### config.mk
export PLATFORM = sky130hd
export DESIGN_NAME = multicart_outer_bank_mapper_top
export DESIGN_NICKNAME = d
export VERILOG_FILES = /design/src/mobm_pkg.sv /design/src/mobm_xlate.sv /design/src/multicart_outer_bank_mapper_top.sv
export VERILOG_INCLUDE_DIRS = /design/src /design/src/src
export SDC_FILE = /design/constraint.sdc
export NUM_CORES = 1
export LEC_CHECK = 0
export BUFFER_PORTS_ARGS = -buffer_cell sky130_fd_sc_hd__buf_4
export CORE_MARGIN = 2
export CORE_UTILIZATION = 35
export CTS_CLUSTER_SIZE = 24
export DETAILED_ROUTE_END_ITERATION = 16
export PLACE_DENSITY = 0.59
export SETUP_SLACK_MARGIN = 0.02
export SKIP_CTS_REPAIR_TIMING = 1
export SLEW_MARGIN = 10
export SYNTH_ARGS = -nofsm -noshare
export SYNTH_HDL_FRONTEND = slang
export SYNTH_HIERARCHICAL = 1
export SYNTH_SLANG_ARGS = --single-unit
### constraint.sdc
create_clock -name clk -period 3.9 [get_ports clk]
set_clock_uncertainty 0.05 [all_clocks]
set_input_delay 0.78 -clock clk [delete_from_list [all_inputs] [get_ports clk]]
set_output_delay 0.78 -clock clk [all_outputs]
set_load 0.02 [all_outputs]
### src/multicart_outer_bank_mapper_top_defines.svh
// Assertion macros used by the multicart outer bank mapper top level.
`ifndef MULTICART_OUTER_BANK_MAPPER_TOP_DEFINES_SVH
`define MULTICART_OUTER_BANK_MAPPER_TOP_DEFINES_SVH

// Same-cycle implication, sampled on clk, quiet while rst is high.
`define MOBM_ASSERT_NOW(label, ante, cons, msg) \
  label: assert property (@(posedge clk) disable iff (rst) (ante) |-> (cons)) \
    else $error(msg);

// Next-cycle implication, sampled on clk, quiet while rst is high.
`define MOBM_ASSERT_NEXT(label, ante, cons, msg) \
  label: assert property (@(posedge clk) disable iff (rst) (ante) |=> (cons)) \
    else $error(msg);

`endif

### src/mobm_pkg.sv
// Types and constants shared by the multicart outer bank mapper modules.
`timescale 1ns / 1ps

package mobm_pkg;

  localparam int unsigned REG_W       = 8;
  localparam int unsigned NUM_REGS    = 4;
  localparam int unsigned IDX_W       = 2;
  localparam int unsigned ADDR_W      = 16;
  localparam int unsigned BANK_W      = 12;
  localparam int unsigned SLOT_W      = 6;
  localparam int unsigned OPCODE_W    = 2;

  // Stream widths: request tdata = {value, addr}, result tdata = {pad, slot, bank}
  localparam int unsigned S_TDATA_W   = 24;
  localparam int unsigned S_TUSER_W   = OPCODE_W;
  localparam int unsigned M_TDATA_W   = 24;
  localparam int unsigned M_TUSER_W   = 1;

  localparam int unsigned LOCK_BIT    = 6;
  localparam int unsigned CHR_MASK_EN = 3;
  localparam logic [SLOT_W-1:0] PRG_SLOT_BASE = 6'd4;

  typedef enum logic [OPCODE_W-1:0] {
    OP_WRITE = 2'd0,
    OP_PRG   = 2'd1,
    OP_CHR   = 2'd2,
    OP_NONE  = 2'd3
  } opcode_t;

  // Outer register file as seen by the translation logic.
  typedef struct packed {
    logic [REG_W-1:0] r3;
    logic [REG_W-1:0] r2;
    logic [REG_W-1:0] r1;
    logic [REG_W-1:0] r0;
  } outer_regs_t;

  typedef struct packed {
    logic [BANK_W-1:0] bank;
    logic [SLOT_W-1:0] slot;
    logic              taken;
  } xlate_res_t;

endpackage

### src/mobm_xlate.sv
// Bank translation and write-lock decode for one request.
`timescale 1ns / 1ps

module mobm_xlate (
  input  mobm_pkg::opcode_t                 opcode,
  input  logic [mobm_pkg::ADDR_W-1:0]       addr,
  input  logic [mobm_pkg::REG_W-1:0]        value,
  input  mobm_pkg::outer_regs_t             regs,
  output mobm_pkg::xlate_res_t              res
);
  import mobm_pkg::*;

  logic [5:0]       prg_keep;
  logic [REG_W-1:0] prg_bank;
  logic [3:0]       chr_shamt;
  logic [REG_W:0]   chr_mask_w;
  logic [REG_W-1:0] chr_inner;
  logic [REG_W-1:0] chr_low;

  // PRG: keep bits not claimed by register 3, then OR in register 1
  assign prg_keep = ~regs.r3[5:0];
  assign prg_bank = {2'b00, value[5:0] & prg_keep} | regs.r1;

  // CHR: mask to 2^(n+1) entries when bit 3 of register 2 is set, clear when register 2 is otherwise nonzero, else pass
  assign chr_shamt  = {1'b0, regs.r2[2:0]} + 4'd1;
  assign chr_mask_w = (9'd1 << chr_shamt) - 9'd1;

  always_comb begin
    if (regs.r2[CHR_MASK_EN]) begin
      chr_inner = value & chr_mask_w[REG_W-1:0];
    end else if (regs.r2 != '0) begin
      chr_inner = '0;
    end else begin
      chr_inner = value;
    end
  end

  assign chr_low = chr_inner | regs.r0;

  always_comb begin
    res = '0;
    case (opcode)
      OP_WRITE: begin
        res.taken = ~regs.r3[LOCK_BIT];
      end
      OP_PRG: begin
        res.bank = {4'b0000, prg_bank};
        res.slot = {3'b000, addr[15:13]} + PRG_SLOT_BASE;
      end
      OP_CHR: begin
        res.bank = {regs.r2[7:4], chr_low};
        res.slot = addr[15:10];
      end
      default: begin
        res = '0;
      end
    endcase
  end

endmodule

### src/multicart_outer_bank_mapper_top.sv
// Top level of the multicart outer bank mapper: request register, translation, result register.
`timescale 1ns / 1ps

// Multicart outer bank mapper. Each request is a register write (opcode 0), a PRG bank
// translation (opcode 1) or a CHR bank translation (opcode 2); opcode 3 changes nothing
// and returns zeros. Every request gives exactly one result. The block takes one request
// per cycle while the result side does not stall; each request passes through the request
// register, then through the translation logic into the result register. A request that
// follows a write sees the register the write stored. Writes fill outer registers 0..3 in
// turn through a 2-bit rotating index; once bit 6 of register 3 is set, writes are
// dropped (write_taken 0) until reset. A stalled result stalls the request register,
// which then deasserts s_axis_tready.
`include "multicart_outer_bank_mapper_top_defines.svh"

module multicart_outer_bank_mapper_top (
  input  logic                              clk,
  input  logic                              rst,
  // request side
  input  logic                              s_axis_tvalid,
  output logic                              s_axis_tready,
  input  logic [mobm_pkg::S_TDATA_W-1:0]    s_axis_tdata,  // addr[15:0], value[23:16]
  input  logic [mobm_pkg::S_TUSER_W-1:0]    s_axis_tuser,  // opcode[1:0]
  // result side
  output logic                              m_axis_tvalid,
  input  logic                              m_axis_tready,
  output logic [mobm_pkg::M_TDATA_W-1:0]    m_axis_tdata,  // bank[11:0], slot[17:12], 0[23:18]
  output logic [mobm_pkg::M_TUSER_W-1:0]    m_axis_tuser   // write_taken[0]
);
  import mobm_pkg::*;

  // Request register
  logic              s1_valid;
  opcode_t           s1_op;
  logic [ADDR_W-1:0] s1_addr;
  logic [REG_W-1:0]  s1_value;
  logic              s1_advance;

  // Result register
  logic              out_valid;
  logic [BANK_W-1:0] out_bank;
  logic [SLOT_W-1:0] out_slot;
  logic              out_taken;

  // Outer registers and rotating write index
  logic [REG_W-1:0]  outer_regs [NUM_REGS];
  logic [IDX_W-1:0]  write_index;
  logic [IDX_W-1:0]  write_index_next;

  outer_regs_t       regs_view;
  xlate_res_t        res;
  logic              reg_write;

  // Move the request on when the result register is free or being emptied
  assign s1_advance    = s1_valid && (!out_valid || m_axis_tready);
  assign s_axis_tready = !s1_valid || s1_advance;

  always_ff @(posedge clk) begin
    if (rst) begin
      s1_valid <= 1'b0;
    end else if (s_axis_tready) begin
      s1_valid <= s_axis_tvalid;
    end
  end

  // Capture payload on every accepted request
  always_ff @(posedge clk) begin
    if (s_axis_tvalid && s_axis_tready) begin
      s1_op    <= opcode_t'(s_axis_tuser[OPCODE_W-1:0]);
      s1_addr  <= s_axis_tdata[ADDR_W-1:0];
      s1_value <= s_axis_tdata[ADDR_W +: REG_W];
    end
  end

  assign regs_view = '{r3: outer_regs[3], r2: outer_regs[2],
                       r1: outer_regs[1], r0: outer_regs[0]};

  mobm_xlate u_xlate (
    .opcode (s1_op),
    .addr   (s1_addr),
    .value  (s1_value),
    .regs   (regs_view),
    .res    (res)
  );

  // Store the byte only when the request leaves the request register unlocked
  assign reg_write        = s1_advance && res.taken;
  assign write_index_next = write_index + 2'd1;

  always_ff @(posedge clk) begin
    if (rst) begin
      for (int i = 0; i < NUM_REGS; i++) begin
        outer_regs[i] <= '0;
      end
      write_index <= '0;
    end else if (reg_write) begin
      outer_regs[write_index] <= s1_value;
      write_index             <= write_index_next;
    end
  end

  // Result register: hold while stalled, load on advance, drop valid once taken
  always_ff @(posedge clk) begin
    if (rst) begin
      out_valid <= 1'b0;
    end else if (s1_advance) begin
      out_valid <= 1'b1;
    end else if (m_axis_tready) begin
      out_valid <= 1'b0;
    end
  end

  always_ff @(posedge clk) begin
    if (s1_advance) begin
      out_bank  <= res.bank;
      out_slot  <= res.slot;
      out_taken <= res.taken;
    end
  end

  assign m_axis_tvalid = out_valid;
  assign m_axis_tdata  = {{(M_TDATA_W - BANK_W - SLOT_W){1'b0}}, out_slot, out_bank};
  assign m_axis_tuser  = out_taken;

  // A locked write must leave a result that reports nothing stored
  `MOBM_ASSERT_NEXT(a_locked_write_dropped,
    s1_advance && (s1_op == OP_WRITE) && outer_regs[3][LOCK_BIT],
    !out_taken, "locked write reported as stored")

  // A stored write advances the rotating index by one
  `MOBM_ASSERT_NEXT(a_index_advances, reg_write,
    write_index == 2'($past(write_index) + 2'd1), "write index did not advance")

  // A stored write result carries no bank or slot
  `MOBM_ASSERT_NOW(a_write_result_zero, out_valid && out_taken,
    (out_bank == '0) && (out_slot == '0), "write result has nonzero bank or slot")

  // Once locked, the lock stays until reset
  `MOBM_ASSERT_NEXT(a_lock_sticky, outer_regs[3][LOCK_BIT],
    outer_regs[3][LOCK_BIT], "write lock cleared without reset")

endmodule
==> impl_metrics.py <==
metrics = {
    "status": {
        "status": "finished, final reports clean",
    },
    "drt": {
        "vias": 1872,
        "route.detailed.wl_per_inst_um": 13.9,
        "drc": 0,
        "firstDrtPassIters": 4,
        "ant_nets": 0,
        "finalWirelength_um": 5400,
        "drt-initial-drc-count": 63,
        "vias_per_cell": 4.84,
    },
    "critical_path": {
        "cpPeakStageDelay_ns": 0.38,
        "crit_fanout": 14,
        "end_kind": "output port",
        "crit_top_cell": "buf_4",
        "crit_type": "in -> out",
        "crit_buf_inv": 2,
        "r2r_end": "out_bank[6]$_DFFE_PP_",
        "reg2reg_depth": 6,
        "crit_arrival_ns": 1.59,
        "rrSetupSlack_ns": 1.68,
        "cp_cell_sequence": "buf_4 > nor2b_4 > nand2_1 > buf_4",
        "crit_slowest_cell": "nor2b_4",
        "cp-start-kind": "input port",
        "crit_family": "simple AND/OR/NAND/NOR gates",
        "r2r-start": "outer_regs[2][0]$_SDFFCE_PN0P_",
        "required_ns": 3.07,
    },
    "job": {
        "drv_cap": 0,
    },
    "finish": {
        "n_antenna_cell": 0,
        "nets": 308,
        "design_area_um2": 3710,
        "area_growth_pct": 18.9,
        "instances_no_fill": 387,
        "drive_gt1_share_pct": 24.7,
        "final_util_pct": 42.8,
    },
    "cts": {
        "clock_latency_ns": 0.35,
        "clock_sinks": 70,
        "tritoncts": "done",
        "cts_made_buffers": 9,
        "clk_path_buf_depth": 2,
        "htree_levels": 3,
        "root_buffer": "clkbuf_8",
        "path_clk_slew_ns": 0.07,
    },
    "floorplanning": {
        "pin_count": 57,
        "dieWidth_um": 98.4,
        "die_height_um": 98.4,
        "start_util_pct": 36.0,
        "rows": 34,
        "core_area_um2": 8680,
        "die-area_um2": 9690,
    },
    "pwr": {
        "vdd_ir_drop_max_mv": 0.200,
        "leakage_nw": 1.41,
        "powerDensity_nw_per_um2": 438,
    },
    "global_routing": {
        "antenna_found_initial": 0,
        "gr-total-overflow": 0,
        "first_global_vias": 1758,
        "grt_util_all_layers_pct": 11.9,
        "grt_max_degree": 20,
        "grt_pass1_wl_um": 8780,
    },
    "synthesis": {
        "syn_avg_cell_area_um2": 13.6,
        "synth_area_um2": 3120,
        "ys_warn_count": 6,
        "syn_inst": 229,
    },
    "timing": {
        "timing.fmax_mhz": 414,
        "worst_slew_margin_rel_pct": 36.5,
        "fin_crit_sh_pct": 62.0,
        "finalSetupTns_ns": 0,
        "rsz0062_at_grt": "no",
        "hold_viol_final": 0,
        "hold_ws_ns": 0.492,
        "slew_viol_final": 0,
        "layout_min_cycle_time_ns": 2.42,
        "final-setup-viol-count": 0,
        "worstMarginPinSlew_ns": 0.948,
    },
    "worst_hold_path": {
        "min_from": "write_index[0]$_SDFFE_PP0P_",
        "min_path_cells": 2,
        "hold_path.class": "reg -> reg",
        "min_to": "write_index[0]$_SDFFE_PP0P_",
    },
    "placed_design": {
        "hpwl_um": 3750,
        "dp.cells": 371,
        "gp_routability_congestion": 0.811,
        "postPlaceCellArea_um2": 3500,
        "io_buffers": 40,
    },
}
[worst min-delay path, delay by kind of cell, from the launching register on]
| kind | cells | cell delay, ns |
|---|---|---|
| compound gates | 2 | 0.15 |
| flops | 1 | 0.35 |
[power by group]
| part | total, mW | internal, mW | switching [mW] |
|---|---|---|---|
| registers | 0.877 | 0.858 | 0.0186 |
| clock network | 0.628 | 0.359 | 0.269 |
| logic | 0.122 | 0.0483 | 0.0732 |
[routing by layer]
layer  share of wire (%)  vias up  wire, um  track usage [%]
met5                   0        -         0                0
met1                  46      874      2480             16.3
li1                    -      917         -                -
met3                 6.3       11       341             2.98
met4                 1.6        0        88             6.64
met2                  46       70      2490             17.4
[cell usage in the layout, fill, tap and decap left out, types with 3 or more instances in the layout]
cell type	count
edfxtp_1	66
buf_4	42
and2_1	39
nor2_1	15
a21oi_1	13
o21ai_0	9
clkbuf_8	9
inv_1	7
nand2_1	7
conb_1	7
nor2b_1	6
dfxtp_1	4
o21ai_1	4
ha_1	4
nand2b_1	3
a22oi_1	3
[how the worst max path moves through the flow]
stage                     cells after the start                        endpoint  slack (ns)     startpoint
after floorplan                               3  outer_regs[1][0]$_SDFFCE_PN0P_        1.49  m_axis_tready
after global placement                        4                   s_axis_tready        1.52  m_axis_tready
after detailed placement                      4                   s_axis_tready        1.48  m_axis_tready
after CTS                                     4                   s_axis_tready        1.47  m_axis_tready
after global routing                          4                   s_axis_tready        1.41  m_axis_tready
final                                         4                   s_axis_tready        1.48  m_axis_tready
[metrics by stage]
step	worst slack (ns)	power (mW)
final	1.48	1.63
after global routing	1.41	1.69
after CTS	1.47	1.64
after detailed placement	1.48	1.02
after global placement	1.52	1.01
after floorplan	1.49	0.970
[area by class of cell]
class | count | area [um2]
repair buffers | 42 | 315
clock inverters | 6 | 86.3
flip-flops and latches | 70 | 2060
well taps | 108 | 135
multi-input cells | 144 | 958
clock buffers | 10 | 128
inverters | 7 | 26.3
fillers | 814 | 4970
[flip-flops by register name, summed over array words and instances (netlist names)]
signal / cells
out_bank: 12
s1_op: 2
out_slot: 6
s1_valid: 1
s1_addr: 6
outer_regs: 31
s1_value: 8
m_axis_tvalid: 1
m_axis_tuser: 1
write_index: 2
Note: power is estimated with default switching activity, not from simulation.
